File: src/nnst_ram.sv
// nnst_ram: generic single port RAM, write enable, registered read.
// No dependencies.
module nnst_ram #(
  parameter int WIDTH = 8,
  parameter int DEPTH = 16
) (
  input  logic                     clk,
  input  logic                     we,
  input  logic [$clog2(DEPTH)-1:0] addr,
  input  logic [WIDTH-1:0]         wdata,
  output logic [WIDTH-1:0]         rdata
);

  logic [WIDTH-1:0] mem [DEPTH];

  always_ff @(posedge clk) begin
    if (we) begin
      mem[addr] <= wdata;
    end
    rdata <= mem[addr];
  end

endmodule

File: config.mk
export PLATFORM = sky130hd
export DESIGN_NAME = nnst_ram
export DESIGN_NICKNAME = d
export VERILOG_FILES = /design/src/nnst_ram.sv
export SDC_FILE = /design/constraint.sdc
export NUM_CORES = 1
export LEC_CHECK = 0
export BUFFER_PORTS_ARGS = -buffer_cell sky130_fd_sc_hd__buf_4
export CORE_AREA = 10 10 132 134
export DETAILED_ROUTE_END_ITERATION = 10
export DIE_AREA = 0 0 142 144
export HOLD_SLACK_MARGIN = 0.02
export PLACE_DENSITY = 0.56
export SYNTH_ARGS = -nofsm -noshare
export SYNTH_HDL_FRONTEND = slang
export SYNTH_SLANG_ARGS = --single-unit
File: constraint.sdc
create_clock -name clk -period 2.6 [get_ports clk]
set_clock_uncertainty 0.2 [all_clocks]
set_input_delay 0.39 -clock clk [delete_from_list [all_inputs] [get_ports clk]]
set_output_delay 0.39 -clock clk [all_outputs]
set_load 0.01 [all_outputs]
# Word level (Yosys, flattened, before mapping)
# Memories as Yosys holds them, arrays and structs flattened. A register that Yosys moved wholly into a read port is not among the register bits.
# Index checks and enable logic that the tools add are counted.
dict set report totals {
  output_inout_bits 8
  memories 1
  ramBits 128
  reg_bits 0
}
dict set report classes {
  muxes 2
}
# name words width rd rd_clocked_by_memory_dff write_ports line_no
set memory_table {}
lappend memory_table {mem 16 8 1 1 1 14} ;# logic [WIDTH-1:0] mem [DEPTH];
# op n
set ops {}
lappend ops {{$mux 1} 2}

# Depth between registers and ports, before layout
dict set report logic_depth {
  depth_word 2
  mapped_depth 5
  ltp_nobuf 3
}

# Least setup slack after synthesis
# Ideal clock, no wire load.
dict set report synth_path {
  path_type {in2reg}
  startpoint {in addr[2]}
  endpoint {mem mem[0][0] (enable)}
  slack_ns 0.517
  path_stages 2
  t_arrival_ns 1.500
  path_cell_list {or3b_2 > nor3_1}
}
# element line_no
set synth_rtl {}
lappend synth_rtl {{start, declared} 9} ;# input logic [$clog2(DEPTH)-1:0] addr,
lappend synth_rtl {{end, declared} 14}
# Straight into the memory's write port.

==> results.md <==
- The xor and xnor fraction of the mapped netlist area is 0.
- For the worst setup path, the data arrival time is 2.00 ns.
- The shortest period the worst path allows is 1.92 ns.
- Of the synthesized area, sequential elements account for 0.790.
- The die footprint is 20400 sq um.
- The multiplexer share of the synthesized area is 0.142.
- The pin slew with the least headroom to its limit is 1.05 ns.
- The number of cells on the worst reg-to-reg path is 3.
- For this run, the top clock speed supported by timing is 522 MHz.
- The number of gates given a new drive strength after cts is 0.
- The count of nets left with antenna violations once routing finished came out at 0.
- The maximum buffer depth of the clock tree is 2.
- The data required time at the worst endpoint is 2.69 ns.
- Headroom to the max-slew limit came out at 0.291.
- The count of pins on the block boundary is 22.
- The width of the die is 142 microns.
- The proportion of layout cells with a drive suffix above 1 is 0.345.
- For this design the ratio of total power to cell area is 876 nW/um^2.
- The die height is 144 microns.
- The critical path is of the in -> reg type.
- The standby leakage power is 2.07 nW.
- The post-synthesis register bit count is 136.
- The number of antenna repair diodes is 0.
- The final-layout setup total negative slack is 0 ns.
- The first global-routing pass estimated 16000 microns of wire.
- The flow ran to the end, and the final reports show no timing, DRC or antenna violations.
- The total wire length after detailed routing is 10200 microns.
- The layout overhead on the synthesized area is 23.3%.
- In the global route stage, overall resource usage came out at 0.109.
- After synthesis, the largest family of logic cells by area is multiplexers.
- Of the total synthesized cell area, the portion taken by AND, OR, NAND and NOR gates is 0.0321.
- After legalization and detailed placement, the total HPWL measured 6570 microns.
- For the worst-skew pair, the clock arrives at the later sink with an insertion delay of 0.42 ns.
- The buffers inserted during post-CTS setup optimization is 0.
- Setup repair after global routing left no endpoint under its margin.
- The initial antenna violation count is 0.
- Counting the fill cells in the layout gives 1318.
- The endpoint of the worst hold-timing path is mem[3][5].
- Measured on the finished design, the core utilization comes to 0.420.
- In this run the cell area of the synthesized design comes to 5070 sq um.
- For this design, the sink count on the clock tree is 136.
- The total clock buffers created by CTS is 17.
- The aggregate global routing overflow is 0.
- The distinct cell type count of the synthesized netlist is 18.
- The effective utilization at floorplan is 0.341.
- The number of H-tree levels is 4.
- Entering global routing, the biggest net connects 35 pins.
- The area fraction in compound gates after synthesis is 0.0237.
- The root buffer selected by CTS is clkbuf_16.
- The max-slew violation count is 0.
- In the post-synthesis netlist, the biggest area contributors are edfxtp_1, mux4_2, dfxtp_1, a22oi_1, nor2_1.
- The wire length per cell after detailed routing is 21.4 microns.
- The clock transition at the registers of the reported paths is 0.06 ns.
- The max-capacitance violation count is 0.
- The worst setup path is captured at a flop.
- Along the worst path, the maximum fanout reaches 27.
- The via count of the first global-routing pass was 2604.
- Of the total synthesized cell area, the portion taken by full adders, half adders and majority gates is 0.
- Of the available clock period, the critical path in the final layout requires 0.737.
- After detailed routing, the number of remaining DRC violations is 0.
- The peak ir drop on the vdd network is 0.432 mV.
- The startpoint of the worst register-to-register path is mem[3][3].
- The share of synthesized area in the top cell type comes to 0.759.
- STA classifies the critical path startpoint as an input port.
- The core area is 14900 sq um.
- The worst setup slack for register-to-register paths is 1.01 ns.
- The weighted congestion reported at the end of routability-driven placement is 0.721.
- The endpoint of the worst register-to-register path is rdata[3].
- Counting instances, the worst hold path has a depth of 1.
- The detailed router finished its first iteration with 262 violations.
- For this design, the CTS-stage hold fixing added 0 buffers.
- The count of endpoints failing hold in the final timing report came to 0.
- After layout, the design draws a total of 5.47 mW.
- The startpoint identified for the worst hold timing path is wdata[5].
- The site row count is 45.
- The routed layout has 2353 vias.
- The path class of the tightest hold or removal check is in -> reg.
- The count of buffers inserted at the top-level ports is 21.
- Synthesis produced a netlist with a net count of 244.
- The instance count of the mapped netlist is 230.
- For this run, the detailed router's first-pass iteration total came to 4.
- Of all cell types, the one taking the most synthesized area is edfxtp_1.
- The synthesis warning total is 0.
- A synthesized cell averages 22.0 sq um.
- Using the TritonRoute via totals, the vias-per-cell ratio works out to 4.92.
- The clock tree from TritonCTS is built.
- Setup violations remaining at the end of the flow were counted as 0.
- The count of nets after finishing is 291.
==> worst max path at each step <==
stage / startpoint / endpoint / slack, ns / cells past startpoint
after floorplan: addr[2] / mem[0][0] / 0.52 / 2
after global placement: addr[0] / rdata[3] / 0.24 / 5
after detailed placement: addr[0] / rdata[3] / 0.24 / 5
after CTS: addr[0] / rdata[3] / 0.68 / 5
after global routing: addr[0] / rdata[2] / 0.59 / 5
final: addr[0] / rdata[3] / 0.68 / 5
==> final cells by class <==
type,count,area [sq um],area share
Tap cell,188,235,0.0376
Multi-Input combinational cell,83,1000,0.161
Clock inverter,8,188,0.0300
Clock buffer,24,502,0.0803
Timing Repair Buffer,39,318,0.0509
Sequential cell,136,4000,0.641
==> critical path, cell delays in order <==
cell     delay (ns)
buf_4          0.43
buf_12         0.22
mux4_2         0.51
a22oi_1        0.35
nand2_1        0.09
==> state kept, by name, summed over array words and instances, names as in the netlist <==
| signal | flops |
|---|---|
| mem | 128 |
| rdata | 8 |
==> routing by layer <==
metal | global-route usage | wire (microns)
met1 | 0.130 | 4280
met2 | 0.177 | 5250
met3 | 0.0380 | 583
met4 | 0.0420 | 107
met5 | 0 | 0
==> cells in the mapped netlist <==
cell	instances
a22oi_1	16
and2_1	1
buf_1	4
buf_2	2
buf_6	2
clkbuf_1	2
clkbuf_2	1
dfxtp_1	8
edfxtp_1	128
mux4_2	32
nand2_1	9
nand2b_1	2
nand3_1	1
nand3b_1	2
nor2_1	13
nor2b_1	2
nor3_1	4
or3b_2	1
==> logic make-up (layout without fill, tap and decap cells) <==
| logic type | after synthesis | after routing |
|---|---|---|
| DFF | 136 | 136 |
| and+or+nand+nor | 35 | 35 |
| muxes | 32 | 32 |
| AOI/OAI and AO/OA | 16 | 16 |
| buffers and inverters | 11 | 71 |
==> through the flow <==
stage	setup WS, ns	cells	instance area, sq um	hold slack (ns)
finish	0.683	478	6250	0.0722
global route	0.592	478	6250	0.0847
CTS	0.683	478	6250	0.0735
detailed placement	0.239	446	5560	0.462
global placement	0.236	446	5560	0.453
floorplan	0.517	230	5070	0.289
==> cells in the final DEF (no fill, tap or decap), types with 4 or more instances in the layout <==
cell | Yosys | final
nor2_1 | 13 | 13
mux4_2 | 32 | 32
clkbuf_16 | 0 | 17
buf_4 | 0 | 37
nor3_1 | 4 | 4
edfxtp_1 | 128 | 128
dfxtp_1 | 8 | 8
nand2_1 | 9 | 9
bufinv_16 | 0 | 6
clkbuf_8 | 0 | 5
a22oi_1 | 16 | 16
==> report_power, final <==
group	switching, mW	internal, mW
combinational	0.138	0.113
sequential	0.0138	2.45
clock	0.835	1.92
No activity file was read; power rests on OpenSTA's default activity.
