===== config.mk =====
export PLATFORM = sky130hd
export DESIGN_NAME = nnst_isqrt
export DESIGN_NICKNAME = d
export VERILOG_FILES = /design/src/nnst_pkg.sv /design/src/nnst_isqrt.sv
export SDC_FILE = /design/constraint.sdc
export NUM_CORES = 1
export LEC_CHECK = 0
export BUFFER_PORTS_ARGS = -buffer_cell sky130_fd_sc_hd__buf_4
export CAP_MARGIN = 25
export CORE_ASPECT_RATIO = 0.7
export CORE_MARGIN = 2
export CORE_UTILIZATION = 61
export CTS_CLUSTER_SIZE = 20
export DETAILED_ROUTE_END_ITERATION = 10
export PLACE_DENSITY_LB_ADDON = 0.1
export SETUP_SLACK_MARGIN = 0.2
export SLEW_MARGIN = 20
export SYNTH_ARGS = -nofsm -noshare
export SYNTH_HDL_FRONTEND = slang
export SYNTH_SLANG_ARGS = --single-unit

===== constraint.sdc =====
create_clock -name clk -period 3 [get_ports clk]
set_clock_uncertainty 0.1 [all_clocks]
set_input_delay 0.45 -clock clk [delete_from_list [all_inputs] [get_ports clk]]
set_output_delay 0.45 -clock clk [all_outputs]
set_load 0.1 [all_outputs]

===== src/nnst_pkg.sv =====
// nnst_pkg: shared types and constants for the nearest node search table.
// Used by nnst_dist, nnst_isqrt and nearest_node_search_table. No dependencies.
package nnst_pkg;

  localparam int COORD_W  = 9;
  localparam int HEAD_W   = 9;
  localparam int COST_W   = 24;
  localparam int SCORE_W  = 25;
  localparam int INDEX_W  = 10;
  localparam int FRAC_W   = 4;

  localparam int SUM_W    = 20;   // dx^2 + dy^2 + k always fits below 2^20
  localparam int ROOT_W   = SUM_W / 2;
  localparam int REM_W    = ROOT_W + 3;
  localparam int KTERM_W  = 6;

  localparam int DIST_LAT = 3;
  localparam int SQRT_LAT = ROOT_W;
  localparam int PIPE_LAT = DIST_LAT + SQRT_LAT;

  localparam logic [9:0] HALF_TURN_DEG = 10'd180;
  localparam logic [9:0] FULL_TURN_DEG = 10'd360;
  localparam logic [KTERM_W-1:0] K_HALF_TURN = 6'd9;   // floor(pi^2)
  localparam logic [KTERM_W-1:0] K_FULL_TURN = 6'd39;  // floor((2 pi)^2)

  typedef enum logic [1:0] {
    OP_INSERT    = 2'd0,
    OP_NEAR_DIST = 2'd1,
    OP_NEAR_COST = 2'd2
  } op_t;

  typedef struct packed {
    logic [COORD_W-1:0] x;
    logic [COORD_W-1:0] y;
    logic [HEAD_W-1:0]  heading;
    logic [COST_W-1:0]  cost;
  } node_t;

endpackage


===== src/nnst_isqrt.sv =====
// nnst_isqrt: pipelined restoring integer square root, one root bit per stage.
// Depends on nnst_pkg.
module nnst_isqrt
  import nnst_pkg::*;
(
  input  logic              clk,
  input  logic [SUM_W-1:0]  radicand,
  output logic [ROOT_W-1:0] root
);

  logic [SUM_W-1:0]  rad   [SQRT_LAT];
  logic [REM_W-1:0]  rem   [SQRT_LAT];
  logic [ROOT_W-1:0] rt    [SQRT_LAT];
  logic [SUM_W-1:0]  rad_next [SQRT_LAT];
  logic [REM_W-1:0]  rem_next [SQRT_LAT];
  logic [ROOT_W-1:0] rt_next  [SQRT_LAT];

  always_comb begin
    logic [SUM_W-1:0]  src_rad;
    logic [REM_W-1:0]  src_rem;
    logic [ROOT_W-1:0] src_rt;
    logic [REM_W-1:0]  t_rem;
    logic [REM_W-1:0]  trial;
    logic              ge;
    for (int s = 0; s < SQRT_LAT; s++) begin
      if (s == 0) begin
        src_rad = radicand;
        src_rem = '0;
        src_rt  = '0;
      end else begin
        src_rad = rad[s-1];
        src_rem = rem[s-1];
        src_rt  = rt[s-1];
      end
      t_rem = {src_rem[REM_W-3:0], src_rad[SUM_W-1 -: 2]};
      trial = {1'b0, src_rt, 2'b01};
      ge    = (t_rem >= trial);
      rem_next[s] = ge ? REM_W'(t_rem - trial) : t_rem;
      rt_next[s]  = {src_rt[ROOT_W-2:0], ge};
      rad_next[s] = {src_rad[SUM_W-3:0], 2'b00};
    end
  end

  always_ff @(posedge clk) begin
    for (int s = 0; s < SQRT_LAT; s++) begin
      rad[s] <= rad_next[s];
      rem[s] <= rem_next[s];
      rt[s]  <= rt_next[s];
    end
  end

  assign root = rt[SQRT_LAT-1];

endmodule


After elaboration in Yosys (flattened, before gate mapping)
Memories as Yosys holds them, arrays and structs flattened. Cells that the tools add are included.

Bits in registers: 0. Bits in latches: 0. Bits in writable memories: 410. Bits in read-only memories: 0. Bits of input ports: 21. Output and inout bits: 10. Memories: 3.

Add/sub/neg operators: 10. $mul: 0. Div/mod/pow operators: 0. Order comparisons: 10. Equality and inequality tests: 0. Shift operators: 0. Muxes and demuxes: 10. Bitwise logic cells: 0. Reductions and logical operators: 0.

Memories: rad (depth 10, bits a word 18, rd ports 9, clocked after Yosys merged registers in 0, wr ports 10, RTL line nnst_isqrt.sv:11) `logic [SUM_W-1:0] rad [SQRT_LAT];`; rem (depth 10, bits a word 13, rd ports 9, clocked after Yosys merged registers in 0, wr ports 10, RTL line nnst_isqrt.sv:12) `logic [REM_W-1:0] rem [SQRT_LAT];`; rt (depth 10, bits a word 10, rd ports 10, clocked after Yosys merged registers in 0, wr ports 10, RTL line nnst_isqrt.sv:13) `logic [ROOT_W-1:0] rt [SQRT_LAT];`.

Operators by type and width (count): two-way mux 13 bit (10); >= comparator 13 x 12 -> 1 bit (9); subtractor 13 x 12 -> 13 bit (9); subtractor 2 x 1 -> 3 bit, second input constant (1); >= comparator 2 x 1 -> 1 bit, second input constant (1).

Longest topological paths before layout
An unclocked memory read counts as a cell.

Word-level depth: 3. Gate-level depth with buffers: 10. Mapped depth without buffers: 10.

Worst setup path after synthesis
No wires, ideal clock.

Kind: flip-flop to flip-flop. Start: memory rt[6][6] (netlist bit). End: memory rem[7][2] (netlist bit). Arrival: 2.014 ns. Data required time: 2.779 ns. Slack: 0.765 ns. Cell stages (with the launch flop): 8. Buffers on the path: 0. Path through: dfxtp_1 -> inv_1 -> ha_1 -> or2_0 -> or4_1 -> or3_4 -> nor2_8 -> mux2_2.

RTL lines (RTL line): start, declared (nnst_isqrt.sv:13); end, declared (nnst_isqrt.sv:12).

==> results.json <==
{
  "nNetsFinal": 932,
  "area_growth_pct": 15.8,
  "fin_crit_ps": 2450,
  "n_antenna_cell": 0,
  "drc": 0,
  "grt_pass1_vias": 5516,
  "fillers": 902,
  "place_congestion": 0.888,
  "cts_tree": "built",
  "synthesis.instances": 781,
  "path_max_fanout": 9,
  "fin_setup_tns_ps": 0,
  "yosysUniqueCellTypes": 59,
  "drt_iter0_markers": 333,
  "ant_nets": 0,
  "path_delay_family": "compound AO/OA/AOI/OAI gates",
  "ir_drop_mv": 0.595,
  "clk_path_buf_depth": 3,
  "worstMarginPinSlew_ps": 777,
  "path_class": "reg -> reg",
  "multi_input_area_mm2": 0.00336,
  "ys_ff_latch": 235,
  "dp_hpwl_um": 11000,
  "antenna_found_initial": 0,
  "fin_crit_sh": 0.817,
  "root_buffer": "clkbuf_16",
  "die_width_um": 144,
  "netlist_top_cells_area": "dfxtp_1, ha_1, inv_1, xnor2_1, mux2_2",
  "dp.cells": 992,
  "synth_edf_count": 0,
  "utilization": 0.732,
  "vias": 5594,
  "crit_start": "rt[3][0]",
  "r2r-start": "rt[3][0]",
  "io_pins": 31,
  "power_density_mw_per_mm2": 879,
  "ys_seq_area_frac": 0.561,
  "synth_fp_nets": 865,
  "clkLatencyLatePin_ps": 490,
  "avgSynthCellArea_um2": 10.7,
  "std_cell_rows": 35,
  "grt_use_total": 0.228,
  "dr.pass1.iters": 5,
  "ys.flop_type": "dfxtp_1",
  "power.leakage_nw": 4.56,
  "wl_per_cell_um": 15.3,
  "cp_cell_sequence": "inv_1, ha_1, o21a_1, o211a_1, o21ai_0, o21a_1, mux2_2",
  "portBuffers": 30,
  "routed_via_density": 5.34,
  "critPathLaunchType": "flip-flop",
  "hold_ws_ps": 28.0,
  "regArea_mm2": 0.00470,
  "start_util": 0.632,
  "worstHoldStart": "radicand[18]",
  "critPathCaptureType": "flip-flop",
  "slew_headroom": 0.479,
  "drv_cap": 0,
  "final_cells": 1048,
  "max_stage_delay_ps": 420,
  "setup_viol": 0,
  "slew_viol_final": 0,
  "numCtsBuffers": 21,
  "core-area_mm2": 0.0133,
  "yosysWarnings": 0,
  "grt_pass1_wl_um": 26500,
  "crit_arrival_ps": 2730,
  "post-cts-setup-buffers": 0,
  "rsz0062_at_grt": "false",
  "critPathBufInv": 1,
  "crit_top_cell": "o21a_1",
  "gr-total-overflow": 0,
  "synth_top_area_frac": 0.561,
  "finalHoldViolCount": 0,
  "fp.dieH_um": 102,
  "synthArstFlopShare": 0,
  "required_ps": 3280,
  "min_path_type": "in -> reg",
  "drive_above_1_share": 0.110,
  "grt_max_degree": 17,
  "max_freq_mhz": 408,
  "clkTransAtPathRegs_ps": 60,
  "critPathSlowestCell": "o21a_1",
  "yosysTopAreaCell": "dfxtp_1",
  "die_area_mm2": 0.0147,
  "cts_sinks": 235,
  "outcome": "completed",
  "htree_levels": 1,
  "routed_wl_um": 16000,
  "syn-cell-area_mm2": 0.00838
}
[metal layers]
metal  vias up  share of wire  global-route usage
met5         -              0                   0
met4         0          0.014              0.0535
met3        24          0.053              0.0473
met2       134           0.44               0.364
met1      2621           0.50               0.323
li1       2815              -                   -
[cell type report]
class                      count  area share
clock inverter                 8     0.00992
sequential                   235       0.484
clock buffer                  30      0.0607
tap                          185      0.0238
multi-input combinational    461       0.346
inverter                      77      0.0298
timing repair buffer          52      0.0448
[synth_stat cells, drive strengths merged (7+ instances only)]
master and number:
nor2b 10, a21oi 30, inv 77, xnor2 30, o21ai 46, xor2 17, mux2 20, nand2 40
nand3 15, ha 63, or3 9, nor2 43, o21a 18, nor3 19, o31ai 7, dfxtp 235
[what timing repair did]
| item | in CTS | in global routing |
|---|---|---|
| gates resized for setup | 0 | 1 |
| endpoints found under the setup margin | 0 | 6 |
| hold buffers | 18 | 0 |
| hold endpoints to repair | 18 | 0 |
[worst reg2reg max path: cells and delay by family, from the launching register on]
kind | cells | cell delay (ps)
AO/OA/AOI/OAI | 4 | 1180
multiplexers | 1 | 390
flip-flops | 1 | 320
adder cells (fa/ha/maj) | 1 | 320
buffers and inverters | 1 | 40
[worst paths after layout]
kind                endpoint  slack [ps]  depth (start not counted)
setup / recovery   rem[4][4]         550                          7
setup reg to reg   rem[4][4]         550                          7
hold / removal     rem[0][0]          30                          2
hold reg to reg   rad[6][15]         230                          0
[cells by family (layout without fill, tap and decap cells)]
group | count (synthesis) | in the layout | share of synthesized area
flops | 235 | 235 | 0.561
xor+xnor | 47 | 47 | 0.0491
other cells | 1 | 1 | 0.000447
mux | 25 | 25 | 0.0328
fa+ha+maj | 63 | 63 | 0.0940
compound gates | 143 | 143 | 0.108
simple gates | 182 | 182 | 0.116
buf+inv | 85 | 167 | 0.0387
[placed cells by master, fill, tap and decap left out, types with 8 or more instances in the layout]
cell,Yosys,routed
nor3_1,19,19
o21a_1,18,18
buf_4,0,34
dfxtp_1,235,235
or3_1,8,8
nor2b_1,10,10
clkbuf_16,0,21
nand2_1,40,40
xnor2_1,30,30
a21oi_1,30,30
nand3_1,15,15
nor2_1,42,42
xor2_1,17,17
dlygate4sd3_1,0,18
o21ai_0,45,45
mux2_2,20,20
ha_1,63,63
inv_1,76,76
[power breakdown]
group / switching, mW / internal (mW) / total [mW]
combinational: 1.04 / 0.874 / 1.92
sequential: 0.313 / 3.67 / 3.99
clock: 1.09 / 1.55 / 2.63
total: 2.44 / 6.09 / 8.53
[sequential cells by signal, summed over array words and instances (netlist names)]
register,count
rad,90
rem,90
rt,55
[metrics by stage]
| step | setup WS (ps) | cell area [µm²] | power [mW] |
|---|---|---|---|
| 4_1_cts | 438 | 9700 | 8.58 |
| 3_5_place_dp | 501 | 8830 | 5.90 |
| 2_1_floorplan | 765 | 8380 | 5.42 |
| 5_1_grt | 366 | 9710 | 8.99 |
| 3_3_place_gp | 625 | 8830 | 5.80 |
| 6_report | 548 | 9710 | 8.53 |
Note: power is estimated with default switching activity, not from simulation.
