--- src/nnst_pkg.sv ---
// nnst_pkg: shared types and constants for the nearest node search table.
// Used by nnst_dist, nnst_isqrt and nearest_node_search_table. No dependencies.
package nnst_pkg;

  localparam int COORD_W  = 9;
  localparam int HEAD_W   = 9;
  localparam int COST_W   = 24;
  localparam int SCORE_W  = 25;
  localparam int INDEX_W  = 10;
  localparam int FRAC_W   = 4;

  localparam int SUM_W    = 20;   // dx^2 + dy^2 + k always fits below 2^20
  localparam int ROOT_W   = SUM_W / 2;
  localparam int REM_W    = ROOT_W + 3;
  localparam int KTERM_W  = 6;

  localparam int DIST_LAT = 3;
  localparam int SQRT_LAT = ROOT_W;
  localparam int PIPE_LAT = DIST_LAT + SQRT_LAT;

  localparam logic [9:0] HALF_TURN_DEG = 10'd180;
  localparam logic [9:0] FULL_TURN_DEG = 10'd360;
  localparam logic [KTERM_W-1:0] K_HALF_TURN = 6'd9;   // floor(pi^2)
  localparam logic [KTERM_W-1:0] K_FULL_TURN = 6'd39;  // floor((2 pi)^2)

  typedef enum logic [1:0] {
    OP_INSERT    = 2'd0,
    OP_NEAR_DIST = 2'd1,
    OP_NEAR_COST = 2'd2
  } op_t;

  typedef struct packed {
    logic [COORD_W-1:0] x;
    logic [COORD_W-1:0] y;
    logic [HEAD_W-1:0]  heading;
    logic [COST_W-1:0]  cost;
  } node_t;

endpackage

--- src/nnst_dist.sv ---
// nnst_dist: three stage pipeline forming dx^2 + dy^2 + k for one node a beat.
// Depends on nnst_pkg.
module nnst_dist
  import nnst_pkg::*;
(
  input  logic               clk,
  input  logic [COORD_W-1:0] qx,
  input  logic [COORD_W-1:0] qy,
  input  logic [HEAD_W-1:0]  qh,
  input  node_t              node,
  output logic [SUM_W-1:0]   sum
);

  logic [COORD_W:0]     dx, dy, adx, ady;
  logic signed [HEAD_W:0] dh;
  logic [HEAD_W:0]      adh;
  logic [KTERM_W-1:0]   k;

  logic [COORD_W-1:0]   s1_ax, s1_ay;
  logic [KTERM_W-1:0]   s1_k;
  logic [2*COORD_W-1:0] s2_sqx, s2_sqy;
  logic [KTERM_W-1:0]   s2_k;

  always_comb begin
    dx  = {1'b0, qx} - {1'b0, node.x};
    dy  = {1'b0, qy} - {1'b0, node.y};
    adx = dx[COORD_W] ? -dx : dx;
    ady = dy[COORD_W] ? -dy : dy;
    dh  = $signed({qh[HEAD_W-1], qh}) - $signed({node.heading[HEAD_W-1], node.heading});
    adh = dh[HEAD_W] ? 10'(-dh) : 10'(dh);
    if (adh >= FULL_TURN_DEG) begin
      k = K_FULL_TURN;
    end else if (adh >= HALF_TURN_DEG) begin
      k = K_HALF_TURN;
    end else begin
      k = '0;
    end
  end

  always_ff @(posedge clk) begin
    s1_ax  <= adx[COORD_W-1:0];
    s1_ay  <= ady[COORD_W-1:0];
    s1_k   <= k;
    s2_sqx <= s1_ax * s1_ax;
    s2_sqy <= s1_ay * s1_ay;
    s2_k   <= s1_k;
    sum    <= SUM_W'(s2_sqx) + SUM_W'(s2_sqy) + SUM_W'(s2_k);
  end

endmodule

--- config.mk ---
export PLATFORM = sky130hd
export DESIGN_NAME = nnst_dist
export DESIGN_NICKNAME = d
export VERILOG_FILES = /design/src/nnst_pkg.sv /design/src/nnst_dist.sv
export SDC_FILE = /design/constraint.sdc
export NUM_CORES = 1
export LEC_CHECK = 0
export ABC_AREA = 0
export BUFFER_PORTS_ARGS = -buffer_cell sky130_fd_sc_hd__buf_4
export CAP_MARGIN = 10
export CORE_MARGIN = 4
export CORE_UTILIZATION = 50
export CTS_BUF_LIST = sky130_fd_sc_hd__clkbuf_16
export CTS_CLUSTER_SIZE = 25
export DETAILED_ROUTE_END_ITERATION = 10
export GPL_ROUTABILITY_DRIVEN = 0
export PLACE_DENSITY = 0.7
export SETUP_SLACK_MARGIN = 0.2
export SYNTH_ARGS = -nofsm -noshare
export SYNTH_HDL_FRONTEND = slang
export SYNTH_SLANG_ARGS = --single-unit
export TNS_END_PERCENT = 30
--- constraint.sdc ---
create_clock -name clk -period 5 [get_ports clk]
set_input_delay 0.5 -clock clk [delete_from_list [all_inputs] [get_ports clk]]
set_output_delay 0.5 -clock clk [all_outputs]
set_load 0.05 [all_outputs]
# Word-level counts from Yosys, hierarchy flattened

Cells that the tools add are included.

Add/subtract/negate cells: 8
Multipliers: 2
Mux-type cells: 4
Order comparisons: 2

Operators with widths:

| cell                                                                                  | number |
|---|---|
| 9-bit by 9-bit multiplier with 18-bit output                                          | 2 |
| 9-bit by 9-bit subtractor with 10-bit output                                          | 3 |
| 19-bit by 6-bit adder with 20-bit output                                              | 1 |
| 18-bit by 18-bit adder with 19-bit output                                             | 1 |
| 9-bit 2-to-1 mux                                                                      | 2 |
| 9-bit negator                                                                         | 2 |
| 10-bit by 8-bit greater-or-equal comparator with 1-bit output (second input constant) | 1 |
| 10-bit by 9-bit greater-or-equal comparator with 1-bit output (second input constant) | 1 |
| 10-bit 2-to-1 mux                                                                     | 1 |
| 10-bit negator                                                                        | 1 |
| 4-bit 2-to-1 mux                                                                      | 1 |

Input port bits: 79
Bits in registers: 86
Output and inout bits: 20

# Longest topological paths before layout

Depth after elaboration: 5
Depth in mapped cells: 19
Depth with buffers taken out: 18

# Least setup slack after synthesis

OpenSTA, ideal clock, no wires.

Kind: reg-to-reg
Start point: register s1_ay[6]
End point: register s2_sqy[17]
Setup time: 118 ps
Data arrival time: 4,362 ps
Stages on the path, launching flop included: 19
Buffers on the path: 1
Setup slack: 520 ps
Cell sequence: dfxtp_1 -> clkbuf_1 -> and2_1 -> inv_1 -> fa_1 -> inv_1 -> fa_1 -> inv_1 -> fa_1 -> fa_1 -> inv_1 -> ha_1 -> inv_1 -> o21bai_1 -> a31o_2 -> a311o_1 -> a31oi_1 -> o21bai_1 -> xnor2_1

Longest elaborated chain between the ends: 1

RTL lines:

| what                                         | line            | RTL |
|---|---|---|
| start, declared                              | nnst_dist.sv:19 | `logic [COORD_W-1:0] s1_ax, s1_ay;` |
| start signal, assigned                       | nnst_dist.sv:42 | `s1_ay <= ady[COORD_W-1:0];` |
| 9-bit by 9-bit multiplier with 18-bit output | nnst_dist.sv:45 | `s2_sqy <= s1_ay * s1_ay;` |
| end signal, assigned                         | nnst_dist.sv:45 |  |
| end, declared                                | nnst_dist.sv:21 | `logic [2*COORD_W-1:0] s2_sqx, s2_sqy;` |

Every way passes these cells.
A chain may end at the register's enable or synchronous reset.

# Final worst setup path

Same ends and word-level chain as after synthesis.

==> flow_metrics.tcl <==
set metrics [dict create \
    dieArea_um2 19000 \
    min_path_type "reg2reg" \
    synth_area_per_cell_um2 8.81 \
    crit_start "s1_ay[6]" \
    antenna_found_initial 0 \
    synth_area_leaders "ha_1 19%, dfxtp_1 19%, fa_1 18%" \
    first_pass_iters 5 \
    cts_tree "yes" \
    drc 0 \
    numPortBuffers 74 \
    dp.cells 1243 \
    cts.clk_slew.worst_paths_ps 60 \
    wl_mm 14.4 \
    r2r_cells 17 \
    layout.cells.non_filler 1259 \
    startpoint_type "flop" \
    grt_busiest_layer "met2" \
    clockRootBuffer "clkbuf_16" \
    synthToLayoutAreaGrowth_pct 13.5 \
    rrSetupSlack_ps 430 \
    fin_util_pct 57.8 \
    use_met2_pct 27.2 \
    cts_buffers 9 \
    finClkSkew_ps 8.51 \
    first_global_vias 5976 \
    synth_cell_type_count 67 \
    fin_nets 1317 \
    grt_overflow 0 \
    period_needed_ps 4570 \
    yosys_register_bits 78 \
    via_per_inst 4.93 \
    ant_nets 0 \
    worstPathArrival_ps 4800 \
    crit_fanout 10 \
    rsz0062_at_grt "true" \
    r2r-start "s1_ay[6]" \
    fin_setup_tns_ps 0 \
    pin_count 99 \
    ys_async_sr_fraction_pct 0 \
    htree_levels 3 \
    drt_iter0_markers 266 \
    synth_edf_count 0 \
    setup_viol 0 \
    crit_path_end_kind "flop" \
    final_layout_size_suffix_gt1_share_pct 12.1 \
    synth_top_area_share_pct 19.3 \
    grt_max_degree 16 \
    wl_per_cell_um 11.4 \
    worstSetupPathType "reg2reg" \
    synth_largest_area_cell "ha_1" \
    hpwl_mm 12.3 \
    cts.sinks 78 \
    period_share_pct 91.4 \
    tightestPinTransition_ps 636 \
    use_met1_pct 21.9 \
    ys.flop_type "dfxtp_1" \
    critPathCapture "s2_sqy[17]" \
    synthesis.area_um2 8420 \
    grt_usage_pct 16.5 \
    diodes 0 \
    cap_violations 0 \
    die_x_um 138 \
    num_rows 47 \
    cts_buffer_depth 2 \
    synthCells 955 \
    finalHoldViolCount 0 \
    via_count 6204 \
    clock.fmax_mhz 219 \
    worstPathRequired_ps 5230 \
    maxSlewViolCount 0 \
    worstSkewPairLatency_ps 340 \
    status "completed" \
    coreArea_um2 16500 \
    die_h_um 138 \
    seq_area_frac_synth_pct 18.6 \
    ys.warnings.count 0 \
    grt_first_pass_wirelength_mm 25.6 \
    start_util_pct 50.9 \
    use_met3_pct 3.54 \
    worstReg2RegEnd "s2_sqy[17]" \
    max_slew_margin_pct 57.4 \
]
==> cell usage in the layout (no fill, tap or decap), types with 15 or more instances in the layout <==
master / n
nor2b_1: 15
o21ai_0: 21
buf_4: 78
ha_1: 130
inv_1: 188
dfxtp_1: 67
a21oi_1: 33
and2_1: 43
nor2_1: 51
nand2_1: 67
xor2_1: 18
fa_1: 74
xnor2_1: 65
==> synth_stat cells, drive strengths merged (2+ instances only) <==
cell type and instances:
o21ai 29, or2 2, a22o 2, nor4 2, fa 74, nand2 67
o21a 7, and3 9, a31o 2, a31oi 8, a211oi 5, o32a 2
a211o 2, inv 188, clkbuf 10, xnor2 65, a21o 15, nor3 13
or3 5, dfxtp 78, xor2 18, o21bai 8, a311o 4, a21oi 37
a21boi 5, ha 130, or4 3, nor2 52, nor2b 15, nand2b 9
and2 44, a311oi 5, nand3 10, o31ai 8, o22ai 3
==> timing repair <==
action	in CTS	in global routing
hold buffers	0	0
gates resized for setup	0	17
buffers inserted	0	0
endpoints found under the setup margin	0	7
==> how the worst min path moves through the flow <==
stage	start	end	slack (ps)	depth (start not counted)
2_1_floorplan	s1_k[0]	s2_k[0]	310	0
3_3_place_gp	s1_k[3]	s2_k[3]	310	0
3_5_place_dp	s1_k[2]	s2_k[2]	310	0
4_1_cts	s1_k[2]	s2_k[2]	330	0
5_1_grt	s1_k[2]	s2_k[2]	340	0
6_report	s1_k[2]	s2_k[2]	330	0
==> cell type report <==
| class | instances | area (um^2) |
|---|---|---|
| Clock buffer | 9 | 225 |
| Inverter | 188 | 706 |
| Timing Repair Buffer | 78 | 586 |
| Tap cell | 220 | 275 |
| Clock inverter | 7 | 55.1 |
| Fill cell | 1464 | 6970 |
| Sequential cell | 78 | 1580 |
| Multi-Input combinational cell | 679 | 6130 |
==> layer usage <==
metal  vias up  part of all wire (%)
met2        97                    46
li1       3259                     -
met1      2829                    48
met5         -                     0
met3        19                   4.2
met4         0                   1.5
==> per-stage QoR <==
stage | setup WS (ps) | hold WS [ps] | area [um^2]
6_report | 432 | 328 | 9560
4_1_cts | 247 | 328 | 9520
3_3_place_gp | 321 | 311 | 9240
2_1_floorplan | 520 | 310 | 8420
3_5_place_dp | 282 | 313 | 9240
5_1_grt | 192 | 337 | 9560
==> cell families (layout without fill, tap and decap cells) <==
kind of cell             after synthesis  after routing  share of synthesized area [%]
AND/OR/NAND/NOR                      233            233                           13.7
adder cells (fa/ha/maj)              204            204                           36.9
buffers and inverters                199            282                           8.92
AO/OA/AOI/OAI                        156            156                           13.0
XOR/XNOR                              83             83                           8.64
flip-flops                            78             78                           18.6
other                                  1              2                         0.0446
multiplexers                           1              1                          0.178
==> registers in the layout, indices dropped and copies added, names as in the netlist <==
signal	count
s2_sqx	17
s1_ay	9
s2_sqy	17
s1_ax	9
s2_k	3
s1_k	3
sum	20
==> worst max-delay path: stages, from the launching register on <==
cell and delay, ps:
dfxtp_4 410, and2_1 190, inv_1 80, fa_1 610, inv_1 80, fa_1 510, inv_1 50, fa_1 460
fa_1 540, inv_1 40, ha_1 330, inv_1 70, o21bai_1 90, a31o_2 280, a311o_1 340, a31oi_1 180
o21bai_1 90, xnor2_1 120
Power is not shown: default switching activity piles up to over one toggle a cycle in this logic, so the estimate is an artifact.
